<file path="src/sv/kkcs_pkg.sv">
// Shared types and constants for the max-spacing K-clustering block.
package kkcs_pkg;

   // Field widths.
   localparam int PT_W = 16;
   localparam int SQ_W = 33;
   localparam int RT_W = 33;
   localparam int K_W = 9;
   localparam int REM_W = 36;
   localparam int ROOT_STEPS = 33;
   localparam int REQ_DATA_W = 32;
   localparam int RSP_DATA_W = 72;
   localparam int CSR_ADDR_W = 3;
   localparam int CSR_DATA_W = 32;

   // Defaults and reset values.
   localparam int MAX_POINTS_DEF = 256;
   localparam logic [K_W-1:0] K_RESET = 9'd2;
   localparam logic [SQ_W-1:0] DIST_MAX = '1;

   // Register index of the cluster count.
   localparam logic CSR_IDX_K = 1'b0;

   // Controller states.
   typedef enum logic [3:0] {
      ST_IDLE,
      ST_CHECK,
      ST_PICK_RD,
      ST_PICK_LAT,
      ST_SCAN,
      ST_DRAIN,
      ST_REC,
      ST_SEL_RD,
      ST_SEL_LAT,
      ST_SEL_SCAN,
      ST_SEL_DRAIN,
      ST_SEL_CHK,
      ST_ROOT_INIT,
      ST_ROOT,
      ST_OUT
   } state_type;

   // Commands from the controller to the datapath.
   typedef struct packed {
      logic accept;
      logic pick_rd;
      logic pick_lat;
      logic scan;
      logic rec;
      logic sel_rd;
      logic sel_lat;
      logic sel_scan;
      logic sel_next;
      logic root_init;
      logic root_step;
      logic out_load;
   } cmd_type;

   // Status from the datapath to the controller.
   typedef struct packed {
      logic no_answer;
      logic scan_last;
      logic pipe_busy;
      logic rounds_last;
      logic sel_last;
      logic sel_busy;
      logic sel_found;
      logic root_last;
      logic out_free;
   } sts_type;

endpackage

</file>
<file path="src/sv/kkcs_ctrl.sv">
// Controller state machine that sequences load, spanning tree, selection, root and output.
module kkcs_ctrl (
   input  logic               clock,
   input  logic               reset,
   input  logic               req_tvalid,
   input  logic               req_tlast,
   output logic               req_tready,
   input  kkcs_pkg::sts_type  sts,
   output kkcs_pkg::cmd_type  cmd
);
   import kkcs_pkg::*;

   state_type state_ff;
   state_type state_in;

   // State register.
   always_ff @(posedge clock) begin
      if (reset) begin
         state_ff <= ST_IDLE;
      end else begin
         state_ff <= state_in;
      end
   end

   // Next state.
   always_comb begin
      state_in = state_ff;
      unique case (state_ff)
         ST_IDLE: begin
            if (req_tvalid && req_tlast) state_in = ST_CHECK;
         end
         ST_CHECK: begin
            state_in = sts.no_answer ? ST_OUT : ST_PICK_RD;
         end
         ST_PICK_RD:  state_in = ST_PICK_LAT;
         ST_PICK_LAT: state_in = ST_SCAN;
         ST_SCAN: begin
            if (sts.scan_last) state_in = ST_DRAIN;
         end
         ST_DRAIN: begin
            if (!sts.pipe_busy) state_in = ST_REC;
         end
         ST_REC: begin
            state_in = sts.rounds_last ? ST_SEL_RD : ST_PICK_RD;
         end
         ST_SEL_RD:  state_in = ST_SEL_LAT;
         ST_SEL_LAT: state_in = ST_SEL_SCAN;
         ST_SEL_SCAN: begin
            if (sts.sel_last) state_in = ST_SEL_DRAIN;
         end
         ST_SEL_DRAIN: begin
            if (!sts.sel_busy) state_in = ST_SEL_CHK;
         end
         ST_SEL_CHK: begin
            state_in = sts.sel_found ? ST_ROOT_INIT : ST_SEL_RD;
         end
         ST_ROOT_INIT: state_in = ST_ROOT;
         ST_ROOT: begin
            if (sts.root_last) state_in = ST_OUT;
         end
         ST_OUT: begin
            if (sts.out_free) state_in = ST_IDLE;
         end
         default: state_in = ST_IDLE;
      endcase
   end

   // Outputs.
   always_comb begin
      cmd = '0;
      req_tready = 1'b0;
      unique case (state_ff)
         ST_IDLE: begin
            req_tready = 1'b1;
            cmd.accept = req_tvalid;
         end
         ST_PICK_RD:   cmd.pick_rd = 1'b1;
         ST_PICK_LAT:  cmd.pick_lat = 1'b1;
         ST_SCAN:      cmd.scan = 1'b1;
         ST_REC:       cmd.rec = 1'b1;
         ST_SEL_RD:    cmd.sel_rd = 1'b1;
         ST_SEL_LAT:   cmd.sel_lat = 1'b1;
         ST_SEL_SCAN:  cmd.sel_scan = 1'b1;
         ST_SEL_CHK:   cmd.sel_next = !sts.sel_found;
         ST_ROOT_INIT: cmd.root_init = 1'b1;
         ST_ROOT:      cmd.root_step = 1'b1;
         ST_OUT:       cmd.out_load = sts.out_free;
         default: begin
            cmd = '0;
         end
      endcase
   end

endmodule

</file>
<file path="config.mk">
export PLATFORM = sky130hd
export DESIGN_NAME = kkcs_ctrl
export DESIGN_NICKNAME = d
export VERILOG_FILES = /design/src/sv/kkcs_pkg.sv /design/src/sv/kkcs_ctrl.sv
export SDC_FILE = /design/constraint.sdc
export NUM_CORES = 1
export LEC_CHECK = 0
export BUFFER_PORTS_ARGS = -buffer_cell sky130_fd_sc_hd__buf_2
export CORE_AREA = 2 2 39 41
export DETAILED_ROUTE_END_ITERATION = 6
export DIE_AREA = 0 0 41 43
export PLACE_DENSITY = 0.66
export SLEW_MARGIN = 20
export SYNTH_ARGS = -nofsm -noshare
export SYNTH_HDL_FRONTEND = slang
export SYNTH_SLANG_ARGS = --single-unit
</file>
<file path="constraint.sdc">
create_clock -name clock -period 3.45 [get_ports clock]
set_input_delay 0.69 -clock clock [delete_from_list [all_inputs] [get_ports clock]]
set_output_delay 0.69 -clock clock [all_outputs]
set_load 0.02 [all_outputs]
</file>
After elaboration in Yosys (flattened, before gate mapping)
Index checks and enable logic that the tools add are counted.
{"block": "totals", "output_inout_bits": 13, "reg_bits": 4, "inputBits": 13}
{"block": "op_classes", "eq_ne": 21, "muxes": 24, "n_reduce_logical": 4}
{"operator": "$pmux 4 s15", "n": 1}
{"operator": "$mux 4", "n": 9}
{"operator": "$eq 4x4->1 const B", "n": 7}
{"operator": "$eq 4x3->1 const B", "n": 4}
{"operator": "$ne 2x2->1 const B", "n": 7}
{"operator": "$mux 1", "n": 13}
{"operator": "$eq 4x2->1 const B", "n": 2}
{"operator": "$reduce_and 7->1", "n": 1}
{"operator": "$eq 4x1->1 const B", "n": 1}
{"operator": "$logic_not 4->1", "n": 1}
{"operator": "$mux 3", "n": 1}
{"operator": "$logic_and 1x1->1", "n": 1}
{"operator": "$logic_not 1->1", "n": 1}

Depth between registers and ports, before layout
Gate-level depths: netlist of run 1.
{"block": "logic_depth", "word_depth": 3, "ltp_mapped": 6, "ltp_nobuf": 4}

Worst setup path after synthesis of run 1
No wires, ideal clock.
{"block": "synth_timing", "path_kind": "register to output", "startpoint": "reg state_ff[2]", "endpoint": "out cmd[11] in the netlist's numbering", "n_path_buf": 1, "t_arrival_ps": 1336, "path_stages_with_launch": 4, "path_slack_ps": 1424, "cell_sequence": "dfxtp_1 > buf_4 > nor4_2 > and2_1"}
{"element": "start: declaration", "line_no": "kkcs_ctrl.sv:13", "source": "state_type state_ff;"}
{"element": "start signal: assignment", "line_no": "kkcs_ctrl.sv:21", "source": "state_ff <= state_in;"}
{"element": "end: declaration", "line_no": "kkcs_ctrl.sv:9", "source": "output kkcs_pkg::cmd_type cmd"}

==> summary.md, run 1 <==
| Metric | Value |
|---|---|
| CTS tree | built |
| Via/cell ratio | 5.231 |
| Skew final | 0.0009260 ns |
| DR vias | 544 |
| Clk buf depth | 2 |
| Die height | 43 um |
| Comb power frac | 59.8% |
| Flop and latch count out of synthesis | 4 |
| Worst Path Arrival | 1.46 ns |
| Drt first pass iters | 4 |
| Final setup violation count | 0 |
| H-tree levels | 1 |
| Diodes inserted | 0 |
| Fill count | 138 |
| Pin count of the biggest net entering global routing | 18 |
| Final Non-Filler Cells | 104 |
| Initial Utilization | 34.27% |
| Fin Setup TNS | 0 ns |
| Post-CTS sizing | 0 |
| Worst slew pin tran | 0.6110 ns |
| Rows | 14 |
| Register bank with the most flops | state_ff |
| Internal Pwr Total | 0.0002473 W |
| Clk root buf | clkbuf_4 |
| Cell Area, Synth | 474.2 um2 |
| FF+latch area | 80.08 um2 |
| Unrepaired setup endpoints after global routing | false |
| Worst Hold Class | flop to flop |
| Post-Route WL | 1.169 mm |
| Ys Warns | 0 |
| Synth Area per Inst | 7.185 um2 |
| Core ar. | 1384 um2 |
| Critical Path Fanout Max | 17 |
| Area Growth Syn to Fin | 27.44% |
| Final hold violations | 0 |
| DRT iter0 DRCs | 3 |
| Critical Path, Cell by Cell | nand2b_1, nor3_1, buf_2 |
| Tmin final | 2.154 ns |
| Type of the worst setup path | flop to output pin |
| Final Wtd Congestion | 0.7090 |
| PD cells | 832.8 nW/um2 |
| NetSw | 0.0002560 W |
| CTS Buf Count | 3 |
| Power, Total | 0.0005033 W |
| CP Data Required Time | 2.76 ns |
| I/O Pins | 26 |
| Clk pwr share | 11.0% |
| Share of the synthesized area in the top cell type | 16.89% |
| Antenna viol nets, final | 0 |
| Max capacitance violation total | 0 |
| Final core area utilization | 43.67% |
| Synthesized netlist net count | 79 |
| Crit. End Element | output pin |
| Startpoint class of the critical path | flop |
| Gr usage total | 14.37% |
| Biggest regs | state_ff: 4 flops |
| Routed WL per cell | 11.24 um |
| Area taken by multi-input logic gates | 345.3 um2 |
| Fraction of layout cells with a size suffix above 1 | 37.50% |
| CP peak stage delay | 0.64 ns |
| Cts hold-fix bufs | 0 |
| R2R Setup Slk | 1.71 ns |
| Worst slew margin | 59.21% |
| Vias in the first global route | 420 |
| Distinct cells, synth | 32 |
| Hold_ws | 0.6490 ns |
| Sw Share | 50.87% |
| Post-CTS setup buffer count | 0 |
| Peak VDD IR | 0.0003618 V |
| Max reg flops | 4 |
| Area leader, netlist | dfxtp_1 |
| Placed wire-length estimate | 886.1 um |
| DRC Markers | 0 |
| Placed Cells | 101 |
| FMAX | 0.4643 GHz |
| Slowest CP cell | dfxtp_1 |
| Width of the chip | 41 um |
| GRT Residual Overflow | 0 |
| Part of the power in registers | 29.2% |
| Post-route clock period utilization | 62.43% |
| Worst Path Buf+Inv | 1 |
| Final Max Tran Viols | 0 |
| Largest cells by area after synthesis | dfxtp_1, nor2_1, nand2b_1 |
| Clock Sinks | 4 |
| Mapped Cells | 66 |
| Total Nets Final | 103 |
| First-pass GRT wire length | 1.731 mm |
| Die ar. | 1763 um2 |
| P_leak | 0.2669 nW |
| Port bufs | 25 |
| Clock latency on the worst-skew pair | 0.23 ns |
| Top delay family on crit path | flip-flops |
| Seq/Total Area, Yosys | 16.89% |
| Initial antenna violation count | 0 |
| Clock transition at path regs | 0.04 ns |
| Status | finished, final reports clean |
through the flow:
stage / setup WS (ns) / instance area [um2]
final: 1.296 / 604.3
after global routing: 1.184 / 604.3
after CTS: 1.275 / 604.3
after detailed placement: 1.529 / 581.8
after global placement: 1.530 / 581.8
after floorplan: 1.424 / 474.2
worst register-to-register path: cells and delay by family (launching register included):
family / cells / cell delay (ns)
compound gates: 1 / 0.17
flops: 1 / 0.70
simple gates: 3 / 0.80
path summary, 6_finish.rpt:
path	startpoint	endpoint	cells past startpoint
max	state_ff[1]$_SDFFE_PP0P_	cmd[10]	3
min	state_ff[3]$_SDFFE_PP0P_	state_ff[3]$_SDFFE_PP0P_	2
max reg2reg	state_ff[2]$_SDFFE_PP0P_	state_ff[2]$_SDFFE_PP0P_	4
min reg2reg	state_ff[3]$_SDFFE_PP0P_	state_ff[3]$_SDFFE_PP0P_	2
synthesized netlist by cell type, drive strengths merged:
cell type / n
buf: 5
nor4b: 1
nor2: 9
a32oi: 1
o31ai: 1
nand2: 5
a2111o: 1
and2: 1
o21ai: 3
nand2b: 5
nor3: 4
a41oi: 1
a211oi: 1
o32ai: 1
nor4bb: 1
nand3b: 1
and4: 1
a2bb2oi: 1
nor4: 1
nand3: 3
a21oi: 4
or4: 1
nor2b: 2
dfxtp: 4
inv: 3
mux2i: 2
o2bb2ai: 1
o2111ai: 1
clkbuf: 1
final cells by class:
cell class,count,area share [%]
Multi-Input combinational cell,53,57.14
Clock buffer,3,3.727
Inverter,3,1.863
Sequential cell,4,13.25
Timing Repair Buffer,25,20.70
Tap cell,16,3.313
placed cells by master (no fill, tap or decap), types with 2 or more instances in the layout:
cell type / count
inv_1: 3
a21oi_1: 4
nand2_1: 5
nand3_1: 3
nor3_1: 4
nor2b_1: 2
o21ai_0: 3
buf_2: 25
nand2b_1: 4
nor2_1: 9
dfxtp_1: 4
mux2i_1: 2
clkbuf_4: 3
cell families after synthesis:
| logic type | after synthesis | synth area share (%) |
|---|---|---|
| flip-flops | 4 | 16.89 |
| AO/OA/AOI/OAI | 16 | 25.07 |
| buffers and inverters | 9 | 10.29 |
| multiplexers | 2 | 4.222 |
| AND/OR/NAND/NOR | 35 | 43.53 |
routing by layer:
metal / share of wire (%) / global-route usage [%] / vias to the layer above
met2: 48 / 23.75 / 14
met5: 0 / 0 / -
met4: 0 / 10.00 / 0
li1: - / - / 289
met1: 47 / 15.81 / 241
met3: 5.7 / 1.571 / 0
power groups by stage:
stage               combinational [W]  sequential [W]  clock (W)
detailed placement           0.000302        0.000145          0
global placement             0.000301        0.000145          0
floorplan                    0.000311       0.0000811          0
global route                 0.000329        0.000153  0.0000612
CTS                          0.000303        0.000145  0.0000600
finish                       0.000301        0.000147  0.0000555
Note: power is estimated with default switching activity, not from simulation.
==> run 2, diff against run 1 <==
--- a/config.mk
+++ b/config.mk
@@ -5,11 +5,12 @@
 export SDC_FILE = /design/constraint.sdc
 export NUM_CORES = 1
 export LEC_CHECK = 0
+export ABC_AREA = 1
 export BUFFER_PORTS_ARGS = -buffer_cell sky130_fd_sc_hd__buf_2
 export CORE_AREA = 2 2 39 41
 export DETAILED_ROUTE_END_ITERATION = 6
 export DIE_AREA = 0 0 41 43
-export PLACE_DENSITY = 0.66
+export PLACE_DENSITY = 0.67
 export SLEW_MARGIN = 20
 export SYNTH_ARGS = -nofsm -noshare
 export SYNTH_HDL_FRONTEND = slang
==> constraint.sdc (replaced) <==
create_clock -name clock -period 2.1 [get_ports clock]
set_input_delay 0.42 -clock clock [delete_from_list [all_inputs] [get_ports clock]]
set_output_delay 0.42 -clock clock [all_outputs]
set_load 0.02 [all_outputs]
==> summary.md, run 2 <==
| Metric | Value |
|---|---|
| Port bufs | 25 |
| Gr usage total | 16.18% |
| Fraction of layout cells with a size suffix above 1 | 29.66% |
| Fin Setup TNS | 0 ns |
| Hold_ws | 0.3957 ns |
| CTS Buf Count | 3 |
| Worst slew pin tran | 0.3414 ns |
| Worst Path Buf+Inv | 2 |
| PD cells | 1088 nW/um2 |
| Part of the power in registers | 22.0% |
| Post-CTS sizing | 0 |
| Most frequent cells after synthesis | nand2_1, nor2_1, inv_1 |
| Antenna viol nets, final | 0 |
| Drt first pass iters | 6 |
| Cell Area, Synth | 479.2 um2 |
| Async set-reset flop share out of synthesis | 0% |
| Die height | 43 um |
| Critical Path, Cell by Cell | nor2_1, inv_1, nor2_1, buf_2 |
| Worst Path Arrival | 1.29 ns |
| Critical Path Fanout Max | 8 |
| Largest cells by area after synthesis | nand2_1, dfxtp_1, nor2_1 |
| Initial Utilization | 34.63% |
| DR vias | 615 |
| Flop and latch count out of synthesis | 4 |
| Clk buf depth | 2 |
| Top delay family on crit path | flip-flops |
| Mapped Cells | 92 |
| Type of the worst setup path | flop to output pin |
| Post-CTS setup buffer count | 0 |
| EDFF count, synth | 0 |
| Routed WL per cell | 8.896 um |
| P_leak | 0.3913 nW |
| Status | finished, final reports clean |
| Worst Hold Class | primary input to flop |
| NetSw | 0.0003658 W |
| DRC Markers | 0 |
| Most frequent CP cell | nor2_1 |
| Area Growth Syn to Fin | 30.29% |
| GRT Residual Overflow | 0 |
| Final Max Tran Viols | 0 |
| Max reg flops | 4 |
| Startpoint class of the critical path | flop |
| Peak VDD IR | 0.0006198 V |
| CP Data Required Time | 1.68 ns |
| Diodes inserted | 0 |
| Unrepaired setup endpoints after global routing | false |
| Clock Sinks | 4 |
| Clk root buf | clkbuf_4 |
| Biggest regs | state_ff: 4 flops |
| Clock latency on the worst-skew pair | 0.23 ns |
| Post-route clock period utilization | 81.49% |
| Final WS setup | 0.3887 ns |
| Skew final | 0.0004015 ns |
| FMAX | 0.5844 GHz |
| Most common cell after layout, fill and taps aside | buf_2 |
| Die ar. | 1763 um2 |
| Power, Total | 0.0006791 W |
| Clk pwr share | 13.3% |
| DRT iter0 DRCs | 11 |
| Worst slew margin | 77.21% |
| Width of the chip | 41 um |
| I/O Pins | 26 |
| Ys Warns | 0 |
| Total Nets Final | 133 |
| Area leader, netlist | nand2_1 |
| Most frequent cell after synthesis | nand2_1 |
| Initial antenna violation count | 0 |
| Slowest CP cell | dfxtp_1 |
| Final hold violations | 0 |
| Placed wire-length estimate | 1.039 mm |
| CTS tree | built |
| Share of the synthesized area in the top cell type | 17.23% |
| Max capacitance violation total | 0 |
| Crit. End Element | output pin |
| Via/cell ratio | 4.590 |
| Most frequent cells in the layout | buf_2, nand2_1, nor2_1, inv_1, nand3_1 |
| H-tree levels | 1 |
| Post-Route WL | 1.192 mm |
| Comb power frac | 64.6% |
| Register bank with the most flops | state_ff |
| Core ar. | 1384 um2 |
| Sw Share | 53.87% |
| Vias in the first global route | 508 |
| Synthesized netlist net count | 105 |
| First-pass GRT wire length | 1.959 mm |
| Clock transition at path regs | 0.03 ns |
| Distinct cells, synth | 16 |
| Synth Area per Inst | 5.209 um2 |
| Dpl ws | 0.6319 ns |
| Cts hold-fix bufs | 0 |
| Final setup violation count | 0 |
| Rows | 14 |
| Ys flop type | dfxtp_1 |
| Final Wtd Congestion | 0.8063 |
| Pin count of the biggest net entering global routing | 10 |
| Tmin final | 1.711 ns |
| Seq/Total Area, Yosys | 16.71% |
| CP peak stage delay | 0.40 ns |
| Internal Pwr Total | 0.0003132 W |
==> run 2: worst paths after layout <==
path | from | to | slack (ns) | depth (start not counted)
min reg2reg | state_ff[3]$_SDFFE_PP0P_ | state_ff[3]$_SDFFE_PP0P_ | 0.54 | 2
min | reset | state_ff[3]$_SDFFE_PP0P_ | 0.40 | 2
max reg2reg | state_ff[2]$_SDFFE_PP0P_ | state_ff[0]$_SDFFE_PP0P_ | 0.69 | 7
max | state_ff[2]$_SDFFE_PP0P_ | cmd[10] | 0.39 | 4
==> run 2: cell type report <==
| cell class | instances | area [um2] |
|---|---|---|
| Inverter | 18 | 67.56 |
| Fill cell | 158 | 759.5 |
| Timing Repair Buffer | 25 | 125.1 |
| Tap cell | 16 | 20.02 |
| Clock buffer | 3 | 22.52 |
| Multi-Input combinational cell | 68 | 309.0 |
| Sequential cell | 4 | 80.08 |
==> run 2: metrics by stage <==
step                instances  util (%)  cell area, um2
detailed placement        131     43.49           601.8
global placement          131     43.49           601.8
CTS                       134     45.12           624.3
global route              134     45.12           624.3
finish                    134     45.12           624.3
floorplan                  92         -           479.2
==> run 2: kinds of logic after synthesis <==
| family | Yosys count | share of synthesized area [%] |
|---|---|---|
| flip-flops | 4 | 16.71 |
| buffers and inverters | 20 | 18.80 |
| AND/OR/NAND/NOR | 63 | 58.75 |
| AO/OA/AOI/OAI | 5 | 5.743 |
==> run 2: routing by layer <==
metal | vias up | track usage [%] | part of all wire, %
met5 | - | 0 | 0
met4 | 0 | 6.000 | 1.1
met3 | 2 | 4.712 | 5.2
met2 | 16 | 25.00 | 49
met1 | 265 | 20.32 | 44
li1 | 332 | - | -
==> run 2: power groups by stage <==
stage | combinational, W | clock, W | sequential (W)
final | 0.000439 | 0.0000906 | 0.000150
after global routing | 0.000503 | 0.000101 | 0.000157
after CTS | 0.000443 | 0.0000948 | 0.000148
after detailed placement | 0.000441 | 0 | 0.000150
after global placement | 0.000439 | 0 | 0.000147
after floorplan | 0.000369 | 0 | 0.000125
==> run 3, diff against run 2 <==
--- a/config.mk
+++ b/config.mk
@@ -10,7 +10,7 @@
 export CORE_AREA = 2 2 39 41
 export DETAILED_ROUTE_END_ITERATION = 6
 export DIE_AREA = 0 0 41 43
-export PLACE_DENSITY = 0.67
+export PLACE_DENSITY = 0.69
 export SLEW_MARGIN = 20
 export SYNTH_ARGS = -nofsm -noshare
 export SYNTH_HDL_FRONTEND = slang
==> constraint.sdc (replaced) <==
create_clock -name clock -period 1.5 [get_ports clock]
set_input_delay 0.3 -clock clock [delete_from_list [all_inputs] [get_ports clock]]
set_output_delay 0.3 -clock clock [all_outputs]
set_load 0.02 [all_outputs]
==> summary.md, run 3 (synthesis results as in run 2) <==
| Metric | Value |
|---|---|
| Status | finished, final reports clean |
| Worst slew pin tran | 0.2805 ns |
| Clk root buf | clkbuf_4 |
| Post-Route WL | 1.230 mm |
| Peak VDD IR | 0.0007254 V |
| Biggest regs | state_ff: 4 flops |
| Die ar. | 1763 um2 |
| CTS Buf Count | 3 |
| Fill count | 165 |
| GRT Residual Overflow | 0 |
| Max reg flops | 4 |
| Max capacitance violation total | 0 |
| Hold_ws | 0.2597 ns |
| Initial antenna violation count | 0 |
| CTS tree | built |
| Die height | 43 um |
| DR vias | 619 |
| Critical Path Fanout Max | 7 |
| Clk pwr share | 12.8% |
| Clock Sinks | 4 |
| Vias in the first global route | 520 |
| Post-CTS setup buffer count | 0 |
| Worst Path Arrival | 1.13 ns |
| DRC Markers | 0 |
| Worst Hold Class | primary input to flop |
| Startpoint class of the critical path | flop |
| Crit. End Element | output pin |
| Total Nets Final | 133 |
| I/O Pins | 26 |
| Width of the chip | 41 um |
| Most frequent CP cell | inv_1 |
| Drt first pass iters | 4 |
| Port bufs | 25 |
| Fraction of layout cells with a size suffix above 1 | 37.29% |
| CP peak stage delay | 0.39 ns |
| Area Growth Syn to Fin | 38.64% |
| P_leak | 0.3999 nW |
| Sw Share | 52.84% |
| Post-route clock period utilization | 95.15% |
| Part of the power in registers | 24.7% |
| First-pass GRT wire length | 1.952 mm |
| Final Max Tran Viols | 0 |
| Diodes inserted | 0 |
| Skew final | 0.0003442 ns |
| Initial Utilization | 34.63% |
| Pin count of the biggest net entering global routing | 10 |
| Worst slew margin | 81.23% |
| Cell Area, Placed | 601.8 um2 |
| Gr usage total | 16.00% |
| Routed WL per cell | 9.179 um |
| Unrepaired setup endpoints after global routing | true |
| Slowest CP cell | dfxtp_4 |
| Final setup violation count | 0 |
| CP Data Required Time | 1.20 ns |
| Cts hold-fix bufs | 0 |
| Register bank with the most flops | state_ff |
| Final Wtd Congestion | 0.7628 |
| Placed wire-length estimate | 1.013 mm |
| Type of the worst setup path | flop to output pin |
| Final core area utilization | 48.01% |
| Core ar. | 1384 um2 |
| NetSw | 0.0005444 W |
| DRT iter0 DRCs | 11 |
| H-tree levels | 1 |
| Via/cell ratio | 4.619 |
| Rows | 14 |
| Final hold violations | 0 |
| Most frequent cells in the layout | buf_2, nand2_1, nor2_1, inv_1, nand3_1 |
| Fin area | 664.4 um2 |
| PD cells | 1551 nW/um2 |
| Comb power frac | 62.5% |
| Clk buf depth | 2 |
| Antenna viol nets, final | 0 |
| Clock transition at path regs | 0.04 ns |
| Clock latency on the worst-skew pair | 0.23 ns |
| Placed Cells | 131 |
| Most common cell after layout, fill and taps aside | buf_2 |
| FMAX | 0.7006 GHz |
| Final Non-Filler Cells | 134 |
| Fin Setup TNS | 0 ns |
| Critical Path, Cell by Cell | inv_1, nor2_2, nand2_1, inv_1, buf_2 |
| Tmin final | 1.427 ns |
| Internal Pwr Total | 0.0004859 W |
## run 3: changes by cell type in the layout (fill, tap and decap cells not counted), moves of 2 or more
cell,delta
dfxtp_4,+4
dfxtp_1,-4
buf_4,+2
nor2_1,-3
nor2_4,+2
buf_2,-2
## run 3: area by class of cell
type	count	area [um2]	area share [%]
Sequential cell	4	95.09	14.31
Inverter	18	67.56	10.17
Multi-Input combinational cell	68	329.1	49.53
Tap cell	16	20.02	3.013
Timing Repair Buffer	25	130.1	19.59
Clock buffer	3	22.52	3.390
## run 3: critical path: cells and delay by family (launching register included)
family	cells	cell delay [ns]
AND/OR/NAND/NOR	2	0.23
flip-flops	1	0.39
buffers and inverters	3	0.28
## run 3: final timing paths
| check | startpoint | to | slack (ns) | depth (start not counted) |
|---|---|---|---|---|
| worst max-delay path | state_ff[0]$_SDFFE_PP0P_ | cmd[1] | 0.07 | 5 |
| worst min-delay path | reset | state_ff[2]$_SDFFE_PP0P_ | 0.26 | 2 |
| worst max register to register | state_ff[2]$_SDFFE_PP0P_ | state_ff[0]$_SDFFE_PP0P_ | 0.22 | 7 |
| worst min register to register | state_ff[2]$_SDFFE_PP0P_ | state_ff[2]$_SDFFE_PP0P_ | 0.54 | 2 |
## run 3: metal layers
metal / routed length, um / track usage, % / vias to the layer above
li1: - / - / 334
met1: 541 / 18.12 / 270
met2: 619 / 26.56 / 15
met3: 69 / 3.141 / 0
met4: 0 / 8.000 / 0
met5: 0 / 0 / -
## run 3: what timing repair did
action / in CTS / in global routing
gates resized for setup: 6 / 11
cloned: 0 / 0
pin swaps: 0 / 0
endpoints found under the setup margin: 11 / 9
## run 3: power groups by stage
stage	Combinational (W)	Clock [W]	Sequential, W
after floorplan	0.000517	0	0.000175
after global placement	0.000605	0	0.000213
after detailed placement	0.000609	0	0.000217
after CTS	0.000619	0.000140	0.000230
after global routing	0.000729	0.000146	0.000262
final	0.000644	0.000132	0.000254
## run 3: through the flow
step	total power [W]	worst slack (ns)
floorplan	0.0006922	0.1550
global placement	0.0008176	0.1304
detailed placement	0.0008256	0.1019
CTS	0.0009890	0.004914
global route	0.001137	-0.004034
finish	0.001030	0.07274
